## config.mk

```make
export PLATFORM = sky130hd
export DESIGN_NAME = tfh_cmp
export DESIGN_NICKNAME = d
export VERILOG_FILES = /design/src/tfh_pkg.sv /design/src/tfh_cmp.sv
export SDC_FILE = /design/constraint.sdc
export NUM_CORES = 1
export LEC_CHECK = 0
export ABC_AREA = 1
export BUFFER_PORTS_ARGS = -buffer_cell sky130_fd_sc_hd__buf_2
export CORE_AREA = 2 2 68 70
export DETAILED_ROUTE_END_ITERATION = 7
export DIE_AREA = 0 0 70 72
export MAX_ROUTING_LAYER = met4
export PLACE_DENSITY = 0.89
export SLEW_MARGIN = 5
export SYNTH_ARGS = -nofsm -noshare
export SYNTH_HDL_FRONTEND = slang
export SYNTH_SLANG_ARGS = --single-unit
```

## constraint.sdc

```tcl
create_clock -name vclk -period 1.3
set_input_delay 0.195 -clock vclk [all_inputs]
set_output_delay 0.195 -clock vclk [all_outputs]
set_load 0.01 [all_outputs]
```

## src/tfh_pkg.sv

```systemverilog
package tfh_pkg;

    localparam logic [31:0] HASH_SEED = 32'd1783256291;

    localparam logic [1:0] CMD_ADD  = 2'd0;
    localparam logic [1:0] CMD_DEL  = 2'd1;
    localparam logic [1:0] CMD_FIND = 2'd2;

    localparam logic [1:0] ST_OK        = 2'd0;
    localparam logic [1:0] ST_PRESENT   = 2'd1;
    localparam logic [1:0] ST_NOT_FOUND = 2'd2;
    localparam logic [1:0] ST_FULL      = 2'd3;

    typedef struct packed {
        logic [31:0] src;
        logic [31:0] dst;
        logic [7:0]  proto;
        logic [15:0] id;
    } entry_t;

    typedef struct packed {
        logic id_hit;
        logic key_hit;
    } cmp_t;

    function automatic logic [31:0] key_hash(input logic [31:0] src,
                                             input logic [31:0] dst,
                                             input logic [7:0]  proto);
        logic [31:0] h;
        h = HASH_SEED ^ dst;
        h = h ^ ((h << 7) ^ src ^ (h >> 3));
        h = h ^ ~((h << 11) ^ {24'd0, proto} ^ (h >> 5));
        h = h ^ (h >> 16);
        return h;
    endfunction

endpackage

```

## src/tfh_cmp.sv

```systemverilog
module tfh_cmp (
    input  tfh_pkg::entry_t ent,
    input  logic [31:0]     src_addr,
    input  logic [31:0]     dst_addr,
    input  logic [7:0]      protocol,
    input  logic [15:0]     tunnel_id,
    output tfh_pkg::cmp_t   result
);

    import tfh_pkg::*;

    always_comb
    begin
        result.id_hit  = (ent.id == tunnel_id);
        result.key_hit = (ent.src == src_addr) && (ent.dst == dst_addr) &&
                         (ent.proto == protocol);
    end

endmodule

```

# ---- Word level (Yosys, flattened, before mapping)
# Cells that the tools add are included.
dict set report totals {
  in_bits 176
  register_bits 0
}
dict set report classes {
  eq_ne 4
  n_reduce_logical 2
}
# op n
set ops {}
lappend ops {{$eq A32 B32 Y1} 2}
lappend ops {{$eq A16 B16 Y1} 1}
lappend ops {{$eq A8 B8 Y1} 1}
lappend ops {{$logic_and A1 B1 Y1} 2}

# ---- Longest topological paths before layout
# Gate-level depths: netlist of run 1.
dict set report logic_depth {
  ltp_word 3
  ltp_mapped 10
  mapped_depth_nobuf 10
}

# ---- Worst setup path after synthesis of run 1
# Ideal clock, no wire load.
dict set report synth_timing {
  path_kind {input port to output port}
  startpoint {input src_addr[5]}
  endpoint {output result[0] (netlist name)}
  t_arrival_ps 842
  cell_stages 7
  path_slack_ps 263
  cell_sequence {xnor2_1 nand2_1 nor2_1 nand2_1 nor2_2 nand3_1 nor2_1}
}
# element line
set synth_rtl {}
lappend synth_rtl {{from (decl)} tfh_cmp.sv:3} ;# input logic [31:0] src_addr,
lappend synth_rtl {{to (decl)} tfh_cmp.sv:7} ;# output tfh_pkg::cmp_t result

==> impl_metrics.env, run 1 <==
export IMPL_p_total_w=0.000695
export IMPL_die_x_microns=70
export IMPL_max_freq_ghz=0.758
export IMPL_whs_path_depth=5
export IMPL_setup_tns_ps=-19.2
export IMPL_port_buffers=178
export IMPL_nFlopsAndLatches=0
export IMPL_yosysTopAreaCell="xnor2_1"
export IMPL_vdd_drop_max_uv=139
export IMPL_viasPerCell=4.18
export IMPL_seqPwrFrac_pct=0
export IMPL_endpoint_kind="primary output"
export IMPL_worstMarginPinSlew_ps=183
export IMPL_dp_hpwl_mm=4.20
export IMPL_grt_pass1_vias=1969
export IMPL_dr_wl_met3_microns=434
export IMPL_gp_congestion=0.804
export IMPL_drc=0
export IMPL_postSynthAreaPerCell_sq_um=5.03
export IMPL_antenna_found_initial=0
export IMPL_cp_required_ps=1110
export IMPL_clkPwrFrac_pct=0
export IMPL_rsz0062_at_grt="true"
export IMPL_cts_hold_buffers=0
export IMPL_hold_viol=0
export IMPL_synth_compound_area_share_pct=0.561
export IMPL_vias=2074
export IMPL_gr_total_overflow=0
export IMPL_met2_length_mm=2.71
export IMPL_status="complete, but fails checks"
export IMPL_layout_cells_most_common="buf_2"
export IMPL_core_sq_um=4260
export IMPL_p_switching_w=0.000285
export IMPL_dr_max_layer_used="met4"
export IMPL_wl_per_cell_microns=9.55
export IMPL_crit_type="primary input to primary output"
export IMPL_drive_gt1_share_pct=45.3
export IMPL_final_cell_mix="169 x buf_2, 106 x nand2_1, 57 x inv_1"
export IMPL_layout_min_cycle_time_ps=1320
export IMPL_hold_class="primary input to primary output"
export IMPL_crit_arrival_ps=1120
export IMPL_grt_max_degree=3
export IMPL_ys_warn_count=0
export IMPL_cap_viol_max_count=0
export IMPL_synth_area_sq_um=1340
export IMPL_synth_seq_area_share_pct=0
export IMPL_clockBufferCount=0
export IMPL_maxSlewViolCount=0
export IMPL_syn_instance_count=266
export IMPL_ios=178
export IMPL_finalSetupViolCount=1
export IMPL_power_frac_comb_pct=100.0
export IMPL_diodes=0
export IMPL_wirelength_mm=4.74
export IMPL_grt_usage_pct=17.1
export IMPL_fp_dieH_microns=72
export IMPL_synth_fa_ha_area_share_pct=0
export IMPL_regArea_sq_um=0
export IMPL_row_count=24
export IMPL_synth_area_leaders="xnor2_1 35%, nand2_1 30%, inv_1 17%, nor2_1 5.9%, xor2_1 4.6%"
export IMPL_worst_slack_ps=-19.2
export IMPL_relSlewSlack_pct=87.8
export IMPL_syn2layout_area_growth_pct=83.1
export IMPL_synth_top_family_by_area="simple AND/OR/NAND/NOR gates"
export IMPL_power_leakage_nw=1.54
export IMPL_synthXorXnorAreaFrac_pct=39.3
export IMPL_synthMuxAreaShare_pct=0
export IMPL_internal_power_w=0.000410
export IMPL_worstSetupStartpointType="primary input"
export IMPL_p_sw_share_pct=41.0
export IMPL_dr_pass1_iters=3
export IMPL_die_area_sq_um=5040
export IMPL_violations="negative setup slack"
export IMPL_dr_first_iter_drc_count=25
export IMPL_yosys_area_share_simple_pct=43.6
export IMPL_power_density_nw_per_um2=284
export IMPL_met1_length_mm=1.56
export IMPL_crit_fanout=1
export IMPL_grt_pass1_wl_mm=7.27
export IMPL_min_period_over_period_pct=101
export IMPL_start_util_pct=31.4
export IMPL_fin_nets=622
export IMPL_nFillCells=409
export IMPL_fin_util_pct=57.5
export IMPL_ant_nets=0
export IMPL_synth_top_cell_area_share_pct=34.7
export IMPL_syn_nets=442
export IMPL_multi_input_area_sq_um=1220
export IMPL_ys_types=12
## Yosys cell counts, drive strengths merged
cell    number
nand2      108
inv         59
xnor2       53
nor2        22
nand4        7
xor2         7
nand3        3
nor3         3
or2          2
nor3b        1
o211ai       1
## logic make-up after synthesis
| kind of cell | Yosys count |
|---|---|
| AND/OR/NAND/NOR | 146 |
| XOR/XNOR | 60 |
| buffers and inverters | 59 |
| AO/OA/AOI/OAI | 1 |
## metal layers
metal / GRT usage [%] / vias to the layer above
met5: - / -
met3: 2.64 / 4
met4: 1.07 / 0
met1: 15.2 / 853
met2: 38.6 / 99
li1: - / 1118
## power by group through the flow
stage	logic, W	registers [W]	clock network [W]
after detailed placement	0.000641	0	0
after floorplan	0.000298	0	0
after global placement	0.000619	0	0
after global routing	0.000781	0	0
after CTS	0.000665	0	0
final	0.000695	0	0
## path summary, 6_finish.rpt
kind | startpoint | to
setup / recovery | src_addr[30] | result[0]
hold / removal | ent[14] | result[1]
## critical path, cell delays in order
cell and delay [ps]:
buf_2 110, xnor2_2 150, nand2_1 70, nor2_1 110, nand2_1 90, nor2_2 120, nand3_2 80, nor2_1 80
buf_2 130
## per-stage QoR
stage | worst slack [ps] | instances | instance area, sq um | hold WS, ps
global placement | -113 | 496 | 2290 | 771
global route | -178 | 496 | 2450 | 812
CTS | -47.7 | 496 | 2360 | 772
floorplan | 263 | 266 | 1340 | 559
finish | -19.2 | 496 | 2450 | 769
detailed placement | -89.2 | 496 | 2290 | 770
## final cells by class
class	instances	area share (%)
inverters	59	9.04
multi-input cells	207	49.7
well taps	52	2.65
repair buffers	178	38.6
## repair_timing
item	CTS	global route
cloned	0	0
setup buffers	0	0
gates resized for setup	12	18
endpoints found under the setup margin	1	2
pin swaps	14	17
(Power assumes the default switching activity.)
==> run 2: changes to the inputs <==
--- a/config.mk
+++ b/config.mk
@@ -12,6 +12,7 @@
 export DIE_AREA = 0 0 70 72
 export MAX_ROUTING_LAYER = met4
 export PLACE_DENSITY = 0.89
+export SETUP_SLACK_MARGIN = 0.4
 export SLEW_MARGIN = 5
 export SYNTH_ARGS = -nofsm -noshare
 export SYNTH_HDL_FRONTEND = slang
==> impl_metrics.env, run 2 (same netlist as run 1, synthesis figures left out) <==
export IMPL_status="complete, but fails checks"
export IMPL_violations="negative setup slack"
export IMPL_port_buffers=178
export IMPL_nFlopsAndLatches=0
export IMPL_cp_startpoint="dst_addr[11]"
export IMPL_crit_family="simple AND/OR/NAND/NOR gates"
export IMPL_fp_dieH_microns=72
export IMPL_ant_nets=0
export IMPL_ios=178
export IMPL_antenna_found_initial=0
export IMPL_multi_input_area_sq_um=1310
export IMPL_power_leakage_nw=1.61
export IMPL_slowest_delay_ps=160
export IMPL_cts_hold_buffers=0
export IMPL_core_sq_um=4260
export IMPL_fin_util_pct=62.3
export IMPL_layout_min_cycle_time_ps=1360
export IMPL_rsz0062_at_grt="true"
export IMPL_fin_nets=622
export IMPL_cts_setup_buffers=0
export IMPL_crit_arrival_ps=1160
export IMPL_start_util_pct=31.4
export IMPL_clockBufferCount=0
export IMPL_max_freq_ghz=0.737
export IMPL_worstMarginPinSlew_ps=181
export IMPL_dr_pass1_iters=4
export IMPL_power_density_nw_per_um2=292
export IMPL_worst_slack_ps=-57.2
export IMPL_die_x_microns=70
export IMPL_grt_pass1_vias=1977
export IMPL_crit_fanout=1
export IMPL_hold_class="primary input to primary output"
export IMPL_finalNonFillerCells=496
export IMPL_layout_cells_most_common="buf_2"
export IMPL_min_period_over_period_pct=104
export IMPL_clkPwrFrac_pct=0
export IMPL_crit_type="primary input to primary output"
export IMPL_final_cell_mix="153 x buf_2, 105 x nand2_1, 47 x inv_1"
export IMPL_drc=0
export IMPL_row_count=24
export IMPL_place_ws_ps=-168
export IMPL_hold_start="ent[14]"
export IMPL_design_area_sq_um=2660
export IMPL_drive_gt1_share_pct=50.5
export IMPL_worstSetupStartpointType="primary input"
export IMPL_grt_usage_pct=17.8
export IMPL_finalSetupViolCount=1
export IMPL_nFillCells=408
export IMPL_dp_hpwl_mm=4.35
export IMPL_regArea_sq_um=0
export IMPL_dpl_cell_count=496
export IMPL_cp_required_ps=1110
export IMPL_relSlewSlack_pct=87.9
export IMPL_grt_max_degree=3
export IMPL_placed_area_sq_um=2300
export IMPL_hold_viol=0
export IMPL_crit_slowest_cell="xnor2_2"
export IMPL_grt_pass1_wl_mm=7.44
export IMPL_internal_power_w=0.000464
export IMPL_power_frac_comb_pct=100.0
export IMPL_endpoint_kind="primary output"
export IMPL_viasPerCell=4.22
export IMPL_wirelength_mm=5.15
export IMPL_seqPwrFrac_pct=0
export IMPL_wl_per_cell_microns=10.4
export IMPL_vdd_drop_max_uv=156
export IMPL_crit_buf_inv=2
export IMPL_diodes=0
export IMPL_dr_first_iter_drc_count=17
export IMPL_vias=2093
export IMPL_p_switching_w=0.000311
export IMPL_p_sw_share_pct=40.1
export IMPL_syn2layout_area_growth_pct=98.3
export IMPL_cap_viol_max_count=0
export IMPL_die_area_sq_um=5040
export IMPL_maxSlewViolCount=0
export IMPL_p_total_w=0.000775
export IMPL_gp_congestion=0.780
export IMPL_crit_chain="buf_2 > xnor2_2 > nand2_1 > nor2_1 > nand2_1 > nor2_2 > nand3_2 > nor2_2 > buf_2"
export IMPL_gr_total_overflow=0
-- run 2: changes by cell type in the layout (fill, tap and decap cells not counted), moves of 5 or more --
cell	delta
buf_2	-16
xnor2_1	-6
inv_2	+9
inv_1	-10
buf_6	+14
xnor2_2	+5
-- run 2: area by class of cell --
class	count	area share (%)
Multi-Input combinational cell	207	49.4
Tap cell	52	2.45
Inverter	59	8.44
Timing Repair Buffer	178	39.7
-- run 2: power by group through the flow --
stage          sequential [W]  combinational [W]  clock (W)
2_1_floorplan               0           0.000298          0
3_3_place_gp                0           0.000623          0
3_5_place_dp                0           0.000645          0
4_1_cts                     0           0.000674          0
5_1_grt                     0           0.000858          0
6_report                    0           0.000775          0
-- run 2: timing repair --
action / in CTS / in global routing
endpoints found under the setup margin: 2 / 2
pin swaps: 5 / 55
cloned: 0 / 0
resized for setup: 14 / 57
-- run 2: stage by stage --
step,setup TNS [ps],hold slack (ps)
2_1_floorplan,0,563
3_3_place_gp,-178,776
3_5_place_dp,-168,801
4_1_cts,-56.9,803
5_1_grt,-156,850
6_report,-57.2,810
-- run 2: metal layers --
layer | global-route usage [%] | share of wire, % | vias up
met4 | 2.35 | 2.1 | 0
met2 | 37.8 | 58 | 110
met5 | - | 0 | -
met3 | 3.61 | 10 | 10
met1 | 16.5 | 30 | 853
li1 | - | - | 1120
-- run 2: worst paths after layout --
check,endpoint,depth (start not counted)
hold / removal,result[1],5
setup / recovery,result[0],9
