===== src/tfh_ram.sv =====
module tfh_ram #(
    parameter int DATA_W = 8,
    parameter int DEPTH  = 32,
    parameter int ADDR_W = (DEPTH > 1) ? $clog2(DEPTH) : 1
) (
    input  logic              clk,
    input  logic              we,
    input  logic [ADDR_W-1:0] waddr,
    input  logic [DATA_W-1:0] wdata,
    input  logic [ADDR_W-1:0] raddr,
    output logic [DATA_W-1:0] rdata
);

    logic [DATA_W-1:0] mem [DEPTH];
    logic [DATA_W-1:0] rdata_reg;

    always_ff @(posedge clk)
    begin
        if (we)
        begin
            mem[waddr] <= wdata;
        end
        rdata_reg <= mem[raddr];
    end

    assign rdata = rdata_reg;

endmodule


===== config.mk =====
export PLATFORM = sky130hd
export DESIGN_NAME = tfh_ram
export DESIGN_NICKNAME = d
export VERILOG_FILES = /design/src/tfh_ram.sv
export SDC_FILE = /design/constraint.sdc
export NUM_CORES = 1
export LEC_CHECK = 0
export BUFFER_PORTS_ARGS = -buffer_cell sky130_fd_sc_hd__buf_2
export CAP_MARGIN = 20
export CORE_ASPECT_RATIO = 0.6
export CORE_MARGIN = 5
export CORE_UTILIZATION = 35
export CTS_CLUSTER_DIAMETER = 150
export DETAILED_ROUTE_END_ITERATION = 12
export SYNTH_ARGS = -nofsm -noshare
export SYNTH_HDL_FRONTEND = slang
export SYNTH_SLANG_ARGS = --single-unit

===== constraint.sdc =====
create_clock -name clk -period 7.13 [get_ports clk]
set_input_delay 1.7825 -clock clk [delete_from_list [all_inputs] [get_ports clk]]
set_output_delay 1.7825 -clock clk [all_outputs]
set_load 0.005 [all_outputs]

Word level (Yosys, flattened, before mapping)
Memory sizes are Yosys's and may differ from the RTL's. A register that Yosys moved wholly into a read port is not among the register bits.
Index checks and enable logic that the tools add are counted.

operators by class
  multiplexer cells = 2
  bitwise logic cells = 0
  shifts and indexed selects = 0
  $mul = 0
  add/subtract/negate cells = 0
  equal/unequal tests = 0
  reductions and logical operators = 0
  magnitude comparators = 0
  divide/modulo/power cells = 0

operators with widths
  cell               number
  1-bit two-way mux  2

word-level totals
  input bits = 20
  memories = 1
  bits in writable memories = 256
  logic and storage cells = 3
  output and inout port bits = 8
  latch bits = 0
  register bits after elaboration = 0
  ROM bits = 0

memories
  memory  depth  bits a word  rd ports  clocked after memory_dff  wr ports  line  source
  mem     32     8            1         1                         1         14    logic [DATA_W-1:0] mem [DEPTH];

Longest topological paths before layout
Gate-level depths: netlist of run 1.

  word-level depth = 2
  depth in mapped cells = 5
  mapped depth without buffers = 3

Least setup slack after synthesis of run 1
Ideal clock, no wire load.

  path kind = input -> register
  start point = in raddr[2]
  end point = reg rdata_reg[0] (netlist: rdata[0]), read port of mem
  library setup time = 0.121 ns
  required time = 7.009 ns
  arrival time = 3.464 ns
  path buffers = 2
  setup slack = 3.545 ns
  stages on the path = 5
  path through = clkbuf_1 > clkbuf_1 > mux4_2 > mux4_2 > mux2_2

RTL lines
  item         line  source
  from (decl)  10    input logic [ADDR_W-1:0] raddr,
  to (decl)    15    logic [DATA_W-1:0] rdata_reg;

==> results of run 1 <==
per-stage QoR:
stage	setup slack, ns	instances	utilization (%)
2_1_floorplan	3.55	417	-
3_5_place_dp	2.51	801	37.0
3_3_place_gp	2.55	801	37.0
4_1_cts	3.08	843	39.8
6_report	3.13	847	39.9
5_1_grt	2.94	847	39.9
area by class of cell:
| class | instances | area, sq um |
|---|---|---|
| fill | 2478 | 17100 |
| sequential | 264 | 7850 |
| tap | 375 | 469 |
| clock buffer | 30 | 632 |
| clock inverter | 12 | 150 |
| multi-input combinational | 133 | 2100 |
| timing repair buffer | 33 | 198 |
cell usage after synthesis (all sizes together):
cell type	instances
nand3	2
mux4	80
nand3b	5
mux2	8
or3b	3
clkbuf	6
buf	14
nand2	1
edfxtp	256
or3	1
nor2	33
dfxtp	8
cell families after synthesis:
kind of cell           count (synthesis)  share of synthesized area (%)
flip-flops                           264                           78.1
multiplexers                          88                           18.8
AND/OR/NAND/NOR                       45                           2.07
buffers and inverters                 20                           1.06
layer usage:
| layer | track usage, % | share of wire [%] |
|---|---|---|
| met4 | 2.37 | 1.4 |
| met5 | 0 | 0 |
| met3 | 5.82 | 12 |
| met2 | 17.8 | 39 |
| met1 | 22.5 | 47 |
path summary, 6_finish.rpt:
path,start,to,slack [ns],depth (start not counted)
max,raddr[0],rdata[5],3.13,5
min,mem[14][4],rdata[4],0.91,3
max reg2reg,mem[21][1],rdata[1],5.25,3
min reg2reg,mem[14][4],rdata[4],0.91,3
power groups by stage:
stage | clock network (mW) | registers, mW | logic (mW)
floorplan | 0 | 1.76 | 0.0919
global placement | 0 | 1.76 | 0.158
detailed placement | 0 | 1.77 | 0.162
CTS | 1.34 | 1.73 | 0.162
global route | 1.40 | 1.73 | 0.172
finish | 1.31 | 1.73 | 0.160
critical path, stage by stage:
cell	delay, ns
buf_4	0.70
buf_4	0.48
mux4_2	0.55
mux4_2	0.50
mux2_2	0.28
==> run summary, run 1 <==
Yosys Warn Count = 0
global route total overflow = 0
Longest Clk Path Bufs = 3
pins over their slew limit = 0
cts bufs inserted = 23
commonest cells after routing, fill and taps aside = 256 x edfxtp_1, 80 x mux4_2, 33 x nor2_1, 26 x buf_2, 23 x clkbuf_16
initial antenna violation count = 1
largest area contributor in the netlist = edfxtp_1
Worst EP required = 7.54 ns
#FFs+latches synth = 264
syn avg cell area = 24.1 sq um
worst rel slew slack = 24.2%
port buffer count = 27
final worst clock skew = 0.0158 ns
Post-CTS Repair Setup Buffers = 0
DIE AREA = 32300 sq um
CTS clk-pin slew, worst paths = 0.07 ns
post-layout min period = 4.00 ns
ranking of synthesized cells by area = edfxtp_1 76%, mux4_2 18%, dfxtp_1 1.6%, nor2_1 1.2%, mux2_2 0.90%
layout cells sized above 1 = 33.9%
status = finished, final reports clean
combinational power share = 5.0%
maximum clock rate = 250 MHz
Internal = 2.53 mW
post-route cell area = 11400 sq um
Placement Cell Area = 10600 sq um
Final Power = 3.20 mW
Critical Path AT = 4.40 ns
Post-Syn Nets = 437
Total Wirelength = 22400 microns
Synth top area share = 76.5%
Iter 0 DRT Violations = 607
CP Launch Type = input pin
Remaining DRCs = 0
clock network fraction of total power = 40.9%
Switching Share = 20.8%
H-tree depth = 1
max reg flops = 256
Peak VDD IR = 0.131 mV
Psw = 0.665 mW
DP Wirelength = 14000 microns
std cell rows = 48
largest net degree at the start of global routing = 49
TritonRoute pass-1 iters = 5
CTS tree = done
nets = 475
hold_ws = 0.911 ns
Sequential Power Share = 54.1%
Pleak = 3.49 nW
Sink Count = 264
sequential element share of the synthesized area = 78.1%
Diodes inserted = 0
hold buffer count at cts = 0
via/cell ratio = 5.38
core area = 28500 sq um
Setup crit end kind = flop
Root Buffer Master = clkbuf_16
io pins = 28
RSZ-0062 raised after global routing = no
Synth Instances = 417
GPL Wtd Cong = 0.756
Clock Latency Late Sink = 0.53 ns
# setup viols final = 0
GRT Util Overall = 14.0%
vias in the first global route = 4564
measured slew at the worst slew-check pin = 1.13 ns
Post-DRT Antenna Nets = 0
WL/cell = 26.5 microns
CP Class = in -> reg
PD cells = 281 nW/um^2
Initial Util = 35.2%
most common cell after layout, fill and taps aside = edfxtp_1
synthesized area = 10100 sq um
die height = 141 microns
Max Cap Violations = 0
die width = 229 microns
hold crit path type = reg -> reg
vias post-DR = 4557
Netlist cell types = 15
setup_tns = 0 ns
first-pass GRT wire length = 33000 microns
Area Overhead vs Synth = 13.4%
CP max FO = 48
final hold vios = 0
fin crit share = 56.1%
cts repair resizes = 0
(Power assumes the default switching activity.)
==> run 2, diff against run 1 <==
==> constraint.sdc (replaced) <==
create_clock -name clk -period 3.9 [get_ports clk]
set_input_delay 0.975 -clock clk [delete_from_list [all_inputs] [get_ports clk]]
set_output_delay 0.975 -clock clk [all_outputs]
set_load 0.005 [all_outputs]
==> run 2 against run 1 <==
Compared with the run above:
- via count increased by 0.37%
- sequential power grew 83%
- routed wire length down 1.7%
- non-clock buffer count is 15 higher
- sequential share of layout area is 1.1 points lower
- clock skew shrank 0.0092 ns
- setup slack worse by 1.9 ns
- clock power rose by 89%
- power increased by 86%
- worst hold slack lost 0.00064 ns
- cell count up 2.0%
- critical path depth is the same
- critical endpoint is now rdata[0]
==> run summary, run 2 (same netlist as run 1, synthesis figures left out) <==
PD cells = 514 nW/um^2
DIE AREA = 32300 sq um
Remaining DRCs = 0
cell repeated most along the worst path = mux4_2
Peak VDD IR = 0.201 mV
fillers = 2441
Post-DRT Antenna Nets = 0
layout cells sized above 1 = 35.8%
Longest Clk Path Bufs = 3
final hold vios = 0
commonest cells after routing, fill and taps aside = 256 x edfxtp_1, 80 x mux4_2, 33 x nor2_1, 26 x buf_2, 25 x clkbuf_16
crit path max-delay cell type = mux4_2
Initial Util = 35.2%
Placement Cell Area = 10700 sq um
Area Overhead vs Synth = 15.3%
CP max FO = 25
CP Class = in -> reg
GPL Wtd Cong = 0.779
Max Cap Violations = 0
Post-CTS Repair Setup Buffers = 0
worst path cell trace = buf_4, buf_12, mux4_2, mux4_2, mux2_2
pins over their slew limit = 0
fin crit share = 67.6%
initial antenna violation count = 1
core area = 28500 sq um
Sink Count = 264
hold-critical path depth = 3
maximum clock rate = 379 MHz
Root Buffer Master = clkbuf_16
first-pass GRT wire length = 32800 microns
# setup viols final = 0
Worst EP required = 4.30 ns
Diodes inserted = 0
Total Wirelength = 22100 microns
cells on worst reg2reg path = 3
TritonRoute pass-1 iters = 5
largest net degree at the start of global routing = 65
hold crit path type = reg -> reg
worst rel slew slack = 27.2%
max reg flops = 256
WL/cell = 25.5 microns
std cell rows = 48
via/cell ratio = 5.29
post-route cell area = 11600 sq um
die height = 141 microns
DP Wirelength = 14500 microns
vias in the first global route = 4694
H-tree depth = 1
post-layout min period = 2.64 ns
Iter 0 DRT Violations = 536
cts bufs inserted = 24
Clock Latency Late Sink = 0.51 ns
die width = 229 microns
hold buffer count at cts = 0
Pleak = 3.61 nW
vias post-DR = 4574
port buffer count = 27
Setup crit end kind = flop
cts repair resizes = 0
measured slew at the worst slew-check pin = 1.09 ns
Largest stage delay, worst path = 0.55 ns
global route total overflow = 0
GRT Util Overall = 13.8%
Critical Path AT = 3.03 ns
RSZ-0062 raised after global routing = no
most common cell after layout, fill and taps aside = edfxtp_1
CTS clk-pin slew, worst paths = 0.07 ns
io pins = 28
setup_tns = 0 ns
final worst clock skew = 0.00660 ns
status = finished, final reports clean
nets = 491
CP Launch Type = input pin
CTS tree = done
[run 2: cell types whose count changed in the layout (fill, tap and decap cells not counted)]
cell       delta
bufinv_16     +2
inv_6         -2
clkbuf_1      +1
buf_4        +16
clkinv_1      +1
buf_6         -4
clkbuf_8      -3
clkinv_4      -2
clkinv_2      +3
clkbuf_16     +2
buf_12        +3
[run 2: critical path, delay by kind of cell]
family	cells	cell delay [ns]
multiplexers	3	1.36
buffers and inverters	2	0.68
[run 2: metrics by stage]
stage          hold WS (ns)  power [mW]  util (%)  std cells  setup WS, ns
2_1_floorplan         0.865        3.39         -        417          1.12
3_3_place_gp          0.889        3.53      37.7        820         0.675
3_5_place_dp          0.898        3.54      37.7        820         0.699
4_1_cts               0.914        6.00      40.6        864          1.23
5_1_grt               0.924        6.15      40.6        864          1.16
6_report              0.911        5.95      40.6        864          1.26
[run 2: final cells by class]
class                           count  area, sq um  area share [%]
Sequential cell                   264         7850            67.7
Multi-Input combinational cell    133         2100            18.1
Clock buffer                       30          644            5.56
Tap cell                          375          469            4.05
Timing Repair Buffer               48          333            2.87
Clock inverter                     14          194            1.67
[run 2: report_power, final]
group          total, mW  internal [mW]  switching (mW)
clock network       2.48           1.50           0.978
logic              0.302          0.132           0.170
registers           3.17           3.15          0.0171
total               5.95           4.79            1.17
[run 2: path summary, 6_finish.rpt]
path | from | slack [ns] | endpoint
setup / recovery | raddr[0] | 1.26 | rdata[0]
hold / removal | mem[24][4] | 0.91 | rdata[4]
setup reg to reg | mem[7][5] | 2.09 | rdata[5]
hold reg to reg | mem[24][4] | 0.91 | rdata[4]
[run 2: metal layers]
| layer | wire, microns | track usage (%) | vias up |
|---|---|---|---|
| met5 | 0 | 0 | - |
| met4 | 279 | 1.96 | 0 |
| met3 | 2100 | 4.10 | 25 |
| met2 | 9110 | 19.1 | 197 |
| met1 | 10600 | 22.0 | 2463 |
| li1 | - | - | 1889 |
==> run 3, diff against run 2 <==
==> constraint.sdc (replaced) <==
create_clock -name clk -period 2.4 [get_ports clk]
set_input_delay 0.6 -clock clk [delete_from_list [all_inputs] [get_ports clk]]
set_output_delay 0.6 -clock clk [all_outputs]
set_load 0.005 [all_outputs]
==> run 3 against run 2 <==
Compared with the run above:
- combinational power increased by 76%
- clock skew rose by 0.0031 ns
- clock power is 63% higher
- worst hold slack worse by 0.34 ns
- first-iteration DRC count is 5.8% higher
- critical path type unchanged
- via count increased by 4.7%
- power up 63%
- utilization is 0.95 points higher
==> run summary, run 3 (same netlist as run 1, synthesis figures left out) <==
CTS clk-pin slew, worst paths = 0.07 ns
setup_tns = 0 ns
most common cell after layout, fill and taps aside = edfxtp_1
Post-CTS Repair Setup Buffers = 0
CP Launch Type = input pin
std cell rows = 48
GRT Util Overall = 14.5%
Post-DRT Antenna Nets = 0
Max Cap Violations = 0
largest net degree at the start of global routing = 33
Pleak = 3.77 nW
DP Wirelength = 15500 microns
die height = 141 microns
cts bufs inserted = 24
Setup crit end kind = flop
register area = 7850 sq um
Clock Latency Late Sink = 0.53 ns
post-route cell area = 11900 sq um
GPL Wtd Cong = 0.829
Root Buffer Master = clkbuf_16
Remaining DRCs = 0
die width = 229 microns
WL/cell = 26.4 microns
commonest cells after routing, fill and taps aside = 256 x edfxtp_1, 80 x mux4_2, 38 x buf_4, 33 x nor2_1, 26 x buf_2
measured slew at the worst slew-check pin = 0.650 ns
Peak VDD IR = 0.587 mV
Placement Cell Area = 11000 sq um
TritonRoute pass-1 iters = 5
Area Overhead vs Synth = 17.9%
layout cells sized above 1 = 39.5%
core area = 28500 sq um
via/cell ratio = 5.38
final hold vios = 0
H-tree depth = 1
CTS tree = done
nets = 516
Initial Util = 35.2%
# setup viols final = 0
pins over their slew limit = 0
max reg flops = 256
io pins = 28
first-pass GRT wire length = 34100 microns
Total Wirelength = 23500 microns
fillers = 2422
port buffer count = 27
CP max FO = 7
vias in the first global route = 4714
fin crit share = 85.1%
PD cells = 821 nW/um^2
post-layout min period = 2.04 ns
Longest Clk Path Bufs = 3
DIE AREA = 32300 sq um
area of the multi-input gates = 2100 sq um
hold buffer count at cts = 0
global route total overflow = 0
Layout Utilization = 41.6%
CP Class = in -> reg
hold crit path type = in -> reg
status = finished, final reports clean
cts repair resizes = 0
RSZ-0062 raised after global routing = no
final worst clock skew = 0.00968 ns
vias post-DR = 4790
maximum clock rate = 489 MHz
Critical Path AT = 2.46 ns
Worst EP required = 2.82 ns
Sink Count = 264
worst rel slew slack = 56.7%
initial antenna violation count = 2
Iter 0 DRT Violations = 567
-- run 3: routing by layer --
| layer | up-vias | part of all wire [%] | wire [microns] | GRT usage [%] |
|---|---|---|---|---|
| met5 | - | 0 | 0 | 0 |
| met4 | 0 | 1.2 | 283 | 1.87 |
| met3 | 33 | 11 | 2630 | 4.68 |
| met2 | 233 | 39 | 9250 | 18.7 |
| met1 | 2591 | 48 | 11300 | 24.3 |
| li1 | 1933 | - | - | - |
-- run 3: metrics by stage --
step	total power [mW]	instances	hold slack [ns]	setup WS [ns]
2_1_floorplan	5.51	417	0.699	0.00859
3_3_place_gp	5.77	845	0.883	-0.203
3_5_place_dp	5.79	845	0.895	-0.189
4_1_cts	9.82	889	0.561	0.363
5_1_grt	10.1	889	0.554	0.326
6_report	9.73	890	0.571	0.356
-- run 3: final timing paths --
path | from | to | slack, ns | cells after the start
setup reg to reg | mem[31][6] | rdata[6] | 0.53 | 3
setup / recovery | raddr[0] | rdata[2] | 0.36 | 6
hold / removal | raddr[3] | rdata[0] | 0.57 | 2
hold reg to reg | mem[17][3] | rdata[3] | 0.91 | 3
-- run 3: layout make-up --
class / count / area share, %
tap: 375 / 3.96
multi-input combinational: 133 / 17.7
antenna: 1 / 0.0211
timing repair buffer: 73 / 5.02
sequential: 264 / 66.2
clock inverter: 13 / 1.39
clock buffer: 31 / 5.72
-- run 3: power by group --
group	internal [mW]	switching [mW]
clock	2.42	1.63
combinational	0.240	0.291
sequential	5.12	0.0264
-- run 3: worst max-delay path, stage by stage --
cell    delay [ns]
buf_4         0.14
buf_4         0.22
buf_12        0.15
mux4_2        0.58
mux4_2        0.48
mux2_2        0.28
